**src/hdl/grd_pkg.sv**
```systemverilog
// ---------------------------------------------------------------------------
// grd_pkg: shared types and constants for the graph reachability block
// Vertex and count widths, item kind codes, memory request records and the
// lowest-set-bit helper used by the walk controller.
// ---------------------------------------------------------------------------
package grd_pkg;

  localparam int NUM_VERTICES = 16;
  localparam int VTX_W        = 4;   // vertex index width
  localparam int CNT_W        = 5;   // vertex_count register width
  localparam int FUNC_W       = 2;

  // item kinds carried on the input tuser
  typedef enum logic [FUNC_W-1:0] {
    FUNC_CLEAR  = 2'd0,
    FUNC_INSERT = 2'd1,
    FUNC_QUERY  = 2'd2,
    FUNC_NONE   = 2'd3
  } func_t;

  typedef logic [NUM_VERTICES-1:0] row_t;
  typedef logic [VTX_W-1:0]        vtx_t;

  // single-port memory request: write enable, address, write data
  typedef struct packed {
    logic we;
    vtx_t addr;
    row_t wdata;
  } adj_req_t;

  typedef struct packed {
    logic we;
    vtx_t addr;
    vtx_t wdata;
  } stk_req_t;

  // index of the lowest set bit (0 when the mask is empty)
  function automatic vtx_t lowest_idx(input row_t mask);
    vtx_t idx;
    idx = '0;
    for (int i = NUM_VERTICES - 1; i >= 0; i--) begin
      if (mask[i]) begin
        idx = VTX_W'(i);
      end
    end
    return idx;
  endfunction

endpackage

```
**src/hdl/graph_reachability_dfs.sv**
```systemverilog
// ---------------------------------------------------------------------------
// graph_reachability_dfs: directed graph reachability over an adjacency RAM
// Clears edges, inserts directed edges and answers reachable-set queries by a
// depth-first walk with an explicit stack held in a second RAM.
//
//   channel   dir  handshake            payload
//   s_axis    in   s_tvalid/s_tready    tdata: from_vertex, to_vertex; tuser: func
//   m_axis    out  m_tvalid/m_tready    tdata: reachable_mask; tuser: bad_vertex
//   cfg       in   cfg_valid/cfg_ready  cfg_data: vertex_count
//
// Clear empties all rows; insert reads, then writes back the tail's adjacency
// row, and is skipped when an end is out of range. A query pops a vertex from
// the single-port stack RAM, reads its row of the single-port adjacency RAM and
// pushes each unvisited neighbour until the stack is empty; a source out of range skips the walk.
// Reset clears all edges at once through per-row valid bits, no sweep.
// One item is worked at a time; a finished result sits in the output register
// while the next item is taken in, and waits in the done state while it is full.
// ---------------------------------------------------------------------------
module graph_reachability_dfs (
  input  logic                      clk,
  input  logic                      rst,
  input  logic                      s_tvalid,
  output logic                      s_tready,
  input  logic [7:0]                s_tdata,   // [3:0] from_vertex, [7:4] to_vertex
  input  logic [1:0]                s_tuser,   // [1:0] func
  output logic                      m_tvalid,
  input  logic                      m_tready,
  output logic [15:0]               m_tdata,   // [15:0] reachable_mask
  output logic                      m_tuser,   // [0] bad_vertex
  input  logic                      cfg_valid,
  output logic                      cfg_ready,
  input  logic [grd_pkg::CNT_W-1:0] cfg_data
);
  import grd_pkg::*;

  logic [CNT_W-1:0] vertex_count;
  adj_req_t         adj_req;
  row_t             adj_rdata;
  stk_req_t         stk_req;
  vtx_t             stk_rdata;
  logic             res_valid;
  logic             res_ready;
  row_t             res_mask;
  logic             res_bad;

  // configuration register
  assign cfg_ready = 1'b1;
  always_ff @(posedge clk) begin
    if (rst) begin
      vertex_count <= CNT_W'(NUM_VERTICES);
    end else if (cfg_valid) begin
      vertex_count <= cfg_data;
    end
  end

  grd_ctrl u_ctrl (
    .clk          (clk),
    .rst          (rst),
    .in_valid     (s_tvalid),
    .in_ready     (s_tready),
    .in_func      (s_tuser),
    .in_from      (s_tdata[3:0]),
    .in_to        (s_tdata[7:4]),
    .vertex_count (vertex_count),
    .adj_req      (adj_req),
    .adj_rdata    (adj_rdata),
    .stk_req      (stk_req),
    .stk_rdata    (stk_rdata),
    .res_valid    (res_valid),
    .res_ready    (res_ready),
    .res_mask     (res_mask),
    .res_bad      (res_bad)
  );

  // adjacency rows, one per tail vertex
  grd_ram #(
    .WIDTH (NUM_VERTICES),
    .DEPTH (NUM_VERTICES)
  ) u_adj_ram (
    .clk   (clk),
    .we    (adj_req.we),
    .addr  (adj_req.addr),
    .wdata (adj_req.wdata),
    .rdata (adj_rdata)
  );

  // walk stack
  grd_ram #(
    .WIDTH (VTX_W),
    .DEPTH (NUM_VERTICES)
  ) u_stk_ram (
    .clk   (clk),
    .we    (stk_req.we),
    .addr  (stk_req.addr),
    .wdata (stk_req.wdata),
    .rdata (stk_rdata)
  );

  // output register
  assign res_ready = !m_tvalid || m_tready;
  always_ff @(posedge clk) begin
    if (rst) begin
      m_tvalid <= 1'b0;
    end else if (res_ready) begin
      m_tvalid <= res_valid;
    end
  end

  always_ff @(posedge clk) begin
    if (res_ready && res_valid) begin
      m_tdata <= res_mask;
      m_tuser <= res_bad;
    end
  end

endmodule

```
**src/hdl/grd_ram.sv**
```systemverilog
// ---------------------------------------------------------------------------
// grd_ram: generic single-port synchronous RAM
// One access per cycle, write and read at the same address, read data
// registered.
// ---------------------------------------------------------------------------
module grd_ram #(
  parameter int WIDTH = 16,
  parameter int DEPTH = 16
) (
  input  logic                     clk,
  input  logic                     we,
  input  logic [$clog2(DEPTH)-1:0] addr,
  input  logic [WIDTH-1:0]         wdata,
  output logic [WIDTH-1:0]         rdata
);

  logic [WIDTH-1:0] mem [DEPTH];

  // write port and registered read
  always_ff @(posedge clk) begin
    if (we) begin
      mem[addr] <= wdata;
    end
    rdata <= mem[addr];
  end

endmodule

```
**src/hdl/grd_ctrl.sv**
```systemverilog
// ---------------------------------------------------------------------------
// grd_ctrl: item sequencer and depth-first walk engine
// Runs clear, edge insert (read-modify-write of one adjacency row) and the
// reachability walk over the adjacency and stack memories.
// ---------------------------------------------------------------------------
module grd_ctrl (
  input  logic                       clk,
  input  logic                       rst,
  // input items
  input  logic                       in_valid,
  output logic                       in_ready,
  input  logic [grd_pkg::FUNC_W-1:0] in_func,
  input  logic [grd_pkg::VTX_W-1:0]  in_from,
  input  logic [grd_pkg::VTX_W-1:0]  in_to,
  // configuration
  input  logic [grd_pkg::CNT_W-1:0]  vertex_count,
  // adjacency memory
  output grd_pkg::adj_req_t          adj_req,
  input  grd_pkg::row_t              adj_rdata,
  // walk stack memory
  output grd_pkg::stk_req_t          stk_req,
  input  grd_pkg::vtx_t              stk_rdata,
  // results
  output logic                       res_valid,
  input  logic                       res_ready,
  output grd_pkg::row_t              res_mask,
  output logic                       res_bad
);
  import grd_pkg::*;

  typedef enum logic [7:0] {
    S_IDLE   = 8'b0000_0001,
    S_INS_RD = 8'b0000_0010,
    S_INS_WR = 8'b0000_0100,
    S_POP    = 8'b0000_1000,
    S_STK    = 8'b0001_0000,
    S_ROW    = 8'b0010_0000,
    S_PUSH   = 8'b0100_0000,
    S_DONE   = 8'b1000_0000
  } state_t;

  state_t            state, state_next;
  vtx_t              src;        // insert tail
  vtx_t              dst;        // insert head
  row_t              visited;
  row_t              fresh;      // neighbors still to push
  logic [CNT_W-1:0]  depth;      // stack fill, 0..NUM_VERTICES-1
  row_t              row_vld;    // adjacency row holds written data
  logic              rd_vld;     // valid bit of the row being read
  logic              bad;

  logic [CNT_W-1:0]  cnt_eff;
  row_t              live;
  row_t              row_eff;
  logic              accept;
  logic              from_ok;
  logic              to_ok;
  logic [CNT_W-1:0]  depth_dec;
  vtx_t              push_idx;
  row_t              push_bit;

  // effective vertex count and mask of vertices in use
  always_comb begin
    cnt_eff = (vertex_count > CNT_W'(NUM_VERTICES)) ? CNT_W'(NUM_VERTICES) : vertex_count;
    for (int i = 0; i < NUM_VERTICES; i++) begin
      live[i] = (CNT_W'(i) < cnt_eff);
    end
  end

  assign in_ready  = (state == S_IDLE);
  assign accept    = in_valid && in_ready;
  assign from_ok   = ({1'b0, in_from} < cnt_eff);
  assign to_ok     = ({1'b0, in_to} < cnt_eff);
  assign row_eff   = rd_vld ? adj_rdata : '0;
  assign depth_dec = depth - CNT_W'(1);
  assign push_idx  = lowest_idx(fresh);
  assign push_bit  = row_t'(1) << push_idx;

  assign res_valid = (state == S_DONE);
  assign res_mask  = visited;
  assign res_bad   = bad;

  // memory requests
  always_comb begin
    adj_req = '0;
    stk_req = '0;
    unique case (state)
      S_IDLE: begin
        // first push of the source
        stk_req.we    = accept && (func_t'(in_func) == FUNC_QUERY) && from_ok;
        stk_req.addr  = '0;
        stk_req.wdata = in_from;
      end
      S_INS_RD: begin
        adj_req.addr = src;
      end
      S_INS_WR: begin
        adj_req.we    = 1'b1;
        adj_req.addr  = src;
        adj_req.wdata = row_eff | (row_t'(1) << dst);
      end
      S_POP: begin
        stk_req.addr = depth_dec[VTX_W-1:0];
      end
      S_STK: begin
        adj_req.addr = stk_rdata;
      end
      S_ROW: begin
      end
      S_PUSH: begin
        stk_req.we    = (fresh != '0);
        stk_req.addr  = depth[VTX_W-1:0];
        stk_req.wdata = push_idx;
      end
      S_DONE: begin
      end
      default: begin
      end
    endcase
  end

  // next state
  always_comb begin
    state_next = state;
    unique case (state)
      S_IDLE: begin
        if (accept) begin
          unique case (func_t'(in_func))
            FUNC_INSERT: if (from_ok && to_ok) state_next = S_INS_RD;
            FUNC_QUERY:  state_next = from_ok ? S_POP : S_DONE;
            default:     state_next = S_IDLE;
          endcase
        end
      end
      S_INS_RD: state_next = S_INS_WR;
      S_INS_WR: state_next = S_IDLE;
      S_POP:    state_next = (depth == '0) ? S_DONE : S_STK;
      S_STK:    state_next = S_ROW;
      S_ROW:    state_next = S_PUSH;
      S_PUSH:   state_next = (fresh == '0) ? S_POP : S_PUSH;
      S_DONE:   if (res_ready) state_next = S_IDLE;
      default:  state_next = S_IDLE;
    endcase
  end

  // control registers
  always_ff @(posedge clk) begin
    if (rst) begin
      state   <= S_IDLE;
      row_vld <= '0;
      depth   <= '0;
      visited <= '0;
      bad     <= 1'b0;
    end else begin
      state <= state_next;
      unique case (state)
        S_IDLE: begin
          if (accept) begin
            unique case (func_t'(in_func))
              FUNC_CLEAR: row_vld <= '0;
              FUNC_QUERY: begin
                bad     <= !from_ok;
                visited <= from_ok ? (row_t'(1) << in_from) : '0;
                depth   <= from_ok ? CNT_W'(1) : '0;
              end
              default: begin
              end
            endcase
          end
        end
        S_INS_WR: row_vld[src] <= 1'b1;
        S_POP:    if (depth != '0) depth <= depth_dec;
        S_PUSH: begin
          if (fresh != '0) begin
            depth   <= depth + CNT_W'(1);
            visited <= visited | push_bit;
          end
        end
        default: begin
        end
      endcase
    end
  end

  // payload registers
  always_ff @(posedge clk) begin
    if (accept) begin
      src <= in_from;
      dst <= in_to;
    end
    if (state == S_INS_RD) begin
      rd_vld <= row_vld[src];
    end else if (state == S_STK) begin
      rd_vld <= row_vld[stk_rdata];
    end
    if (state == S_ROW) begin
      fresh <= row_eff & live & ~visited;
    end else if (state == S_PUSH) begin
      fresh <= fresh & ~push_bit;
    end
  end

endmodule
```
**config.mk**
```make
export PLATFORM = sky130hd
export DESIGN_NAME = graph_reachability_dfs
export DESIGN_NICKNAME = d
export VERILOG_FILES = /design/src/hdl/grd_pkg.sv /design/src/hdl/graph_reachability_dfs.sv /design/src/hdl/grd_ram.sv /design/src/hdl/grd_ctrl.sv
export SDC_FILE = /design/constraint.sdc
export NUM_CORES = 1
export LEC_CHECK = 0
export ABC_CLOCK_PERIOD_IN_PS = 4900
export BUFFER_PORTS_ARGS = -buffer_cell sky130_fd_sc_hd__buf_4
export CAP_MARGIN = 10
export CORE_ASPECT_RATIO = 1.75
export CORE_UTILIZATION = 55
export CTS_BUF_LIST = sky130_fd_sc_hd__clkbuf_4
export CTS_CLUSTER_SIZE = 30
export DETAILED_ROUTE_END_ITERATION = 8
export GPL_TIMING_DRIVEN = 0
export PLACE_DENSITY = 0.71
export SLEW_MARGIN = 20
export SYNTH_ARGS = -nofsm -noshare
export SYNTH_HDL_FRONTEND = slang
export SYNTH_SLANG_ARGS = --single-unit
```
**constraint.sdc**
```tcl
create_clock -name clk -period 4.9 [get_ports clk]
set_input_delay 0.245 -clock clk [delete_from_list [all_inputs] [get_ports clk]]
set_output_delay 0.245 -clock clk [all_outputs]
set_load 0.1 [all_outputs]
```
* Word-level counts from Yosys, hierarchy flattened
Memory sizes are Yosys's and may differ from the RTL's. A register that Yosys moved wholly into a read port is not among the register bits.
Index checks and enable logic that the tools add are counted.
** Cells by class
- $add $sub $neg :: 2
- $mul :: 0
- Div/mod/pow operators :: 0
- Order comparisons :: 22
- Equality and inequality tests :: 17
- Shifts and indexed selects :: 3
- Multiplexer cells :: 60
- Bitwise operators :: 8
- Reduce and logical (&&, ||, !) cells :: 25
** Operators by type and width (number)
- $mux W16 :: 10
- $mux W4 :: 16
- $pmux W16 S2 :: 2
- $pmux W8 S7 :: 1
- $and A16 B16 Y16 :: 3
- $or A16 B16 Y16 :: 3
- $shl A1 B4 Y16 const A :: 3
- $lt A4 B5 Y1 const A :: 8
- $mux W8 :: 5
- $not A16 Y16 :: 2
- $mux W5 :: 5
- $pmux W4 S2 :: 3
- $lt A3 B5 Y1 const A :: 4
- $logic_not A16 Y1 :: 1
- $pmux W8 S2 :: 1
- $reduce_bool A16 Y1 :: 1
- $pmux W5 S3 :: 1
- $mux W1 :: 11
- $lt A1 B5 Y1 const A :: 2
- $lt A2 B5 Y1 const A :: 2
- $lt A4 B5 Y1 :: 2
- $lt A4 B5 Y1 const B :: 2
- $reduce_and A3 Y1 :: 3
- $bmux W1 S4 :: 2
- 31 further kinds :: 44
** Storage, ports and cells
- Register bits after elaboration :: 94
- Bits in latches :: 0
- Memory bits (writable) :: 320
- Bits in read-only memories :: 0
- Input port bits :: 20
- Output and inout port bits :: 20
- Logic and storage cells :: 152
- Memories kept :: 2
** Memory list
- u_adj_ram.mem :: depth 16, bits a word 16, read ports 1, clocked after Yosys merged registers in 1, write ports 1, line grd_ram.sv:17 : logic [WIDTH-1:0] mem [DEPTH];
- u_stk_ram.mem :: depth 16, bits a word 4, read ports 1, clocked after Yosys merged registers in 1, write ports 1, line grd_ram.sv:17

* Logic depth before layout (Yosys ltp)
- Word-level depth :: 21
- Gate-level depth with buffers :: 11
- Mapped depth without buffers :: 8

* By module
A second synthesis with hierarchy kept.
** Unflattened totals
- Cell total of the unflattened synthesis :: 1160
- Area total of the unflattened synthesis :: 18174.9 um^2
** Modules (own cells, without submodules)
- grd_ram (u_adj_ram) :: times used 1, cells each 434, area an instance 10090.9 um^2, seq. area each 8007.7 um^2
- grd_ctrl :: times used 1, cells each 553, area an instance 4680.7 um^2, seq. area each 1671.6 um^2
- grd_ram (u_stk_ram) :: times used 1, cells each 133, area an instance 2658.8 um^2, seq. area each 2001.9 um^2
- graph_reachability_dfs :: times used 1, cells each 40, area an instance 744.5 um^2, seq. area each 630.6 um^2

* Worst setup path after synthesis
OpenSTA, ideal clock, no wires.
- Path kind :: register to register
- From :: reg u_stk_ram.rdata[0] (read register of u_stk_ram.mem)
- To :: mem u_adj_ram.mem[13][0], enable pin
- Setup time :: 0.409 ns
- Data arrival time :: 3.014 ns
- Data required time :: 4.491 ns
- Path slack :: 1.477 ns
- Cell stages (with the launch flop) :: 9
- Buffers on the path :: 3
- Clock period less this slack :: 3.423 ns
- Path through :: dfxtp_1 clkbuf_1 nor4bb_1 o21bai_1 a21oi_1 clkbuf_1 clkbuf_1 inv_1 nor3_1
** On the way
- Cells in the longest elaborated chain, start to end :: 1
** Ends and longest elaborated chain
- from (decl) :: line grd_ram.sv:14 : output logic [WIDTH-1:0] rdata
- $pmux W4 S2 :: line grd_ctrl.sv:87 : unique case (state)
- to (decl) :: line grd_ram.sv:17
Every way passes these cells.

* Worst setup path in the final report
- From :: reg u_stk_ram.rdata[0] (read register of u_stk_ram.mem)
- To :: mem u_adj_ram.mem[5][8], enable pin
The elaborated chain is that of the path after synthesis.

==> summary.txt <==
Yosys
  – Mean cell area of the mapped netlist: 13.8 um2
  – FFs w/ async S/R, synth: 0%
  – Sequential fraction of the synthesis area: 68.3%
  – Top flip-flop cell by instance count after synthesis: edfxtp_1
  – Number of enable-type register cells in the synthesized netlist: 362
  – Biggest area contributors in the synthesized netlist: edfxtp_1, dfxtp_1, a22oi_1, mux2i_1, nor2_1
  – Net count after synthesis: 1341
  – Syn Inst Count: 1309
  – Number of different library cells in the post-synthesis netlist: 78
  – Synthesis-stage register bit count: 434
  – Fraction of synthesized cell area taken by the top area cell type: 60.3%
  – Mapped cell area: 18000 um2
  – Yosys Warn Count: 0
  – Library cell occupying the most area in the post-synthesis netlist: edfxtp_1

STA
  – Unrepaired setup endpoints after global routing: false
  – Setup violation total in the final timing report: 0
  – Final critical-path setup slack: 0.963 ns
  – Clock period minus worst slack: 3.94 ns
  – Transition time at the pin with the least slew margin: 1.17 ns
  – Period Utilization, post-route: 80.4%
  – Worst relative slew slack: 21.7%
  – Max-slew violation total from the final report: 0
  – Final Skew: 0.0603 ns
  – Peak clock frequency supported by timing: 254 MHz
  – Number of hold violations in the final report: 0
  – Setup TNS after final layout: 0 ns
  – Hold slack: 0.0665 ns

Global route
  – Antenna violations before repair: 1
  – Maximum number of pins on one net before global-route repair: 18
  – Total gr overflow: 0
  – Global routing usage summed across all routing layers: 27.5%
  – Vias in the first global route: 12731
  – Global-route wire length before repair: 68.9 mm

Worst setup path
  – Crit-path max cell delay: 0.55 ns
  – Worst Setup Start Kind: register
  – Most used cell, CP: clkbuf_1
  – Largest fanout on the critical path: 10
  – Kind of cell with the highest combined delay on the critical path: buffers and inverters
  – Worst-path cell chain: clkbuf_1, nor4bb_1, o21bai_1, a21oi_1, clkbuf_1, clkbuf_1, inv_1, nor3_2, buf_4, buf_4
  – Worst setup EP type: register
  – Critical setup path kind: reg2reg
  – CP Data Arrival Time: 4.40 ns
  – Required time of the critical path: 5.36 ns
  – Highest-delay cell along the critical path: nor3_2
  – Count of buffer and inverter cells on the critical path: 6
  – Launching element of the worst setup path: u_stk_ram.rdata[0]$_DFF_P_
  – Launch point of the worst reg-to-reg path: u_stk_ram.rdata[0]$_DFF_P_

Power
  – Power per cell area: 335 nW/um2
  – Power after layout: 0.00686 W
  – Leakage power summed over all cells: 6.22 nW
  – Worst IR drop on VDD: 0.160 mV

Detailed routing
  – Total number of vias: 12382
  – Remaining routing DRC violations: 9
  – Vias per cell: 6.36
  – Wire per inst: 23.2 um
  – Final Routed Wirelength: 45.2 mm
  – Detail Route met2 WL: 24.7 mm
  – Number of optimization iterations in the first detailed-route pass: 8
  – Antenna-violating nets left: 0
  – Uppermost layer routed: met4
  – DRT met1 WL: 15.2 mm
  – DR iter-0 viols: 953
  – Total length of routed met3 wires: 2.40 mm

CTS
  – Number of hold buffers added after CTS: 22
  – Clock slew at reported path FFs: 0.08 ns
  – Resize count post-CTS: 0
  – Sink Count: 434
  – Maximum buffer depth of the clock tree: 3
  – H-tree Lvls: 3
  – Source-to-sink clock delay at the later pin of the worst-skew pair: 0.81 ns
  – Clock tree from TritonCTS: built
  – Number of buffers inserted by post-CTS setup repair: 0
  – CTS root buf: clkbuf_4
  – Cts bufs inserted: 91

Placed design
  – Cell count after placement: 1765
  – Estimated wirelength of the detail-placed design: 32.6 mm
  – Count of input and output buffers: 36
  – Pre-CTS WS: 1.00 ns
  – Routability cong.: 0.954

Finish
  – Highest-count cells in the layout ignoring fill and taps: edfxtp_1, clkbuf_4, nor2_1, a22oi_1, dfxtp_1
  – Area occupied by multi-input gates: 5420 um2
  – Most frequent standard cell in the layout excluding fill and tap cells: edfxtp_1
  – Net count of the finished layout: 1512
  – Fill cell count: 2417
  – Number of standard cells in the layout, taps in and fillers out: 1946
  – Area added between synthesis and finish: 13.5%
  – Area used by sequential logic in the layout: 12300 um2
  – Layout cells sized above 1: 18.8%

Die
  – Die span in x: 139 um
  – Overall die area: 33500 um2
  – Height of the die: 241 um
  – Count of standard-cell rows: 87
  – Number of top-level design ports: 40
  – Starting density of the core: 55.9%
  – Placeable core area: 32200 um2

Run
  – Total of max-cap violations: 0

Status
  – Violations in the final reports: DRC
  – Run status: finished, violations left

Min path
  – Path type of the worst min-delay path: in2reg
  – Hold path startpoint: rst
## cells in the mapped netlist, drive strengths merged (29+ instances only)
library cell  count
edfxtp          362
nor2            111
a22oi            90
dfxtp            72
mux2i            67
nand2            66
a21oi            49
clkbuf           42
nor3             42
o21ai            38
o22ai            38
buf              30
nand3            29
## area by class of cell
cell class / instances / area share [%]
inverter: 17 / 0.312
clock inverter: 30 / 0.630
multi-input combinational: 786 / 26.5
sequential: 434 / 60.2
clock buffer: 128 / 4.70
buffer: 72 / 1.62
antenna: 1 / 0.0122
tap: 400 / 2.45
timing repair buffer: 78 / 3.59
## cell families after synthesis
logic type                 synth area share, %
muxes                                     5.10
xor gates and xnor gates                 0.146
and+or+nand+nor                           10.1
adders and majority gates                0.833
DFF                                       68.3
buffers and inverters                     2.19
AOI/OAI and AO/OA                         13.3
other                                   0.0208
## worst paths after layout
path | end | slack [ns] | cells after the start
worst min-delay path | u_ctrl.state[0]$_SDFFE_PP1P_ | 0.07 | 3
worst max-delay path | u_adj_ram.mem[5][8]$_DFFE_PP_ | 0.96 | 10
worst max register to register | u_adj_ram.mem[5][8]$_DFFE_PP_ | 0.96 | 10
worst min register to register | m_tdata[15]$_DFFE_PP_ | 0.44 | 0
## sequential cells by signal (all words and copies together) (netlist names)
register         count
u_ctrl.row_vld      16
u_ctrl.rd_vld        1
u_adj_ram.mem      256
u_stk_ram.rdata      4
u_stk_ram.mem       64
u_ctrl.depth         5
vertex_count         5
u_ctrl.state         8
u_ctrl.fresh        16
u_ctrl.dst           4
m_tdata             16
m_tvalid             1
u_ctrl.src           4
u_ctrl.res_bad       1
u_ctrl.res_mask     16
u_adj_ram.rdata     16
m_tuser              1
## worst min-delay path: stages
cell	delay [ns]
clkbuf_1	0.34
nor3_1	0.14
nor2_1	0.09
## where the power goes
group          switching, W  total, W  internal [W]  leakage [nW]
combinational      0.000211  0.000322      0.000111          2.24
clock               0.00132   0.00253       0.00121         0.644
sequential        0.0000251   0.00401       0.00398          3.34
total               0.00156   0.00686       0.00530          6.22
## metrics by stage
stage / instance area, um2 / util [%]
after floorplan: 18000 / -
after global placement: 18800 / 58.3
after detailed placement: 19100 / 59.3
after CTS: 20400 / 63.4
after global routing: 20500 / 63.5
final: 20500 / 63.5
## layer usage
| layer | global-route usage [%] | up-vias |
|---|---|---|
| met2 | 52.3 | 565 |
| met1 | 26.7 | 6036 |
| met4 | 20.5 | 0 |
| li1 | - | 5595 |
| met5 | 0 | - |
| met3 | 4.63 | 186 |
Power figures use the tool's default switching activity.
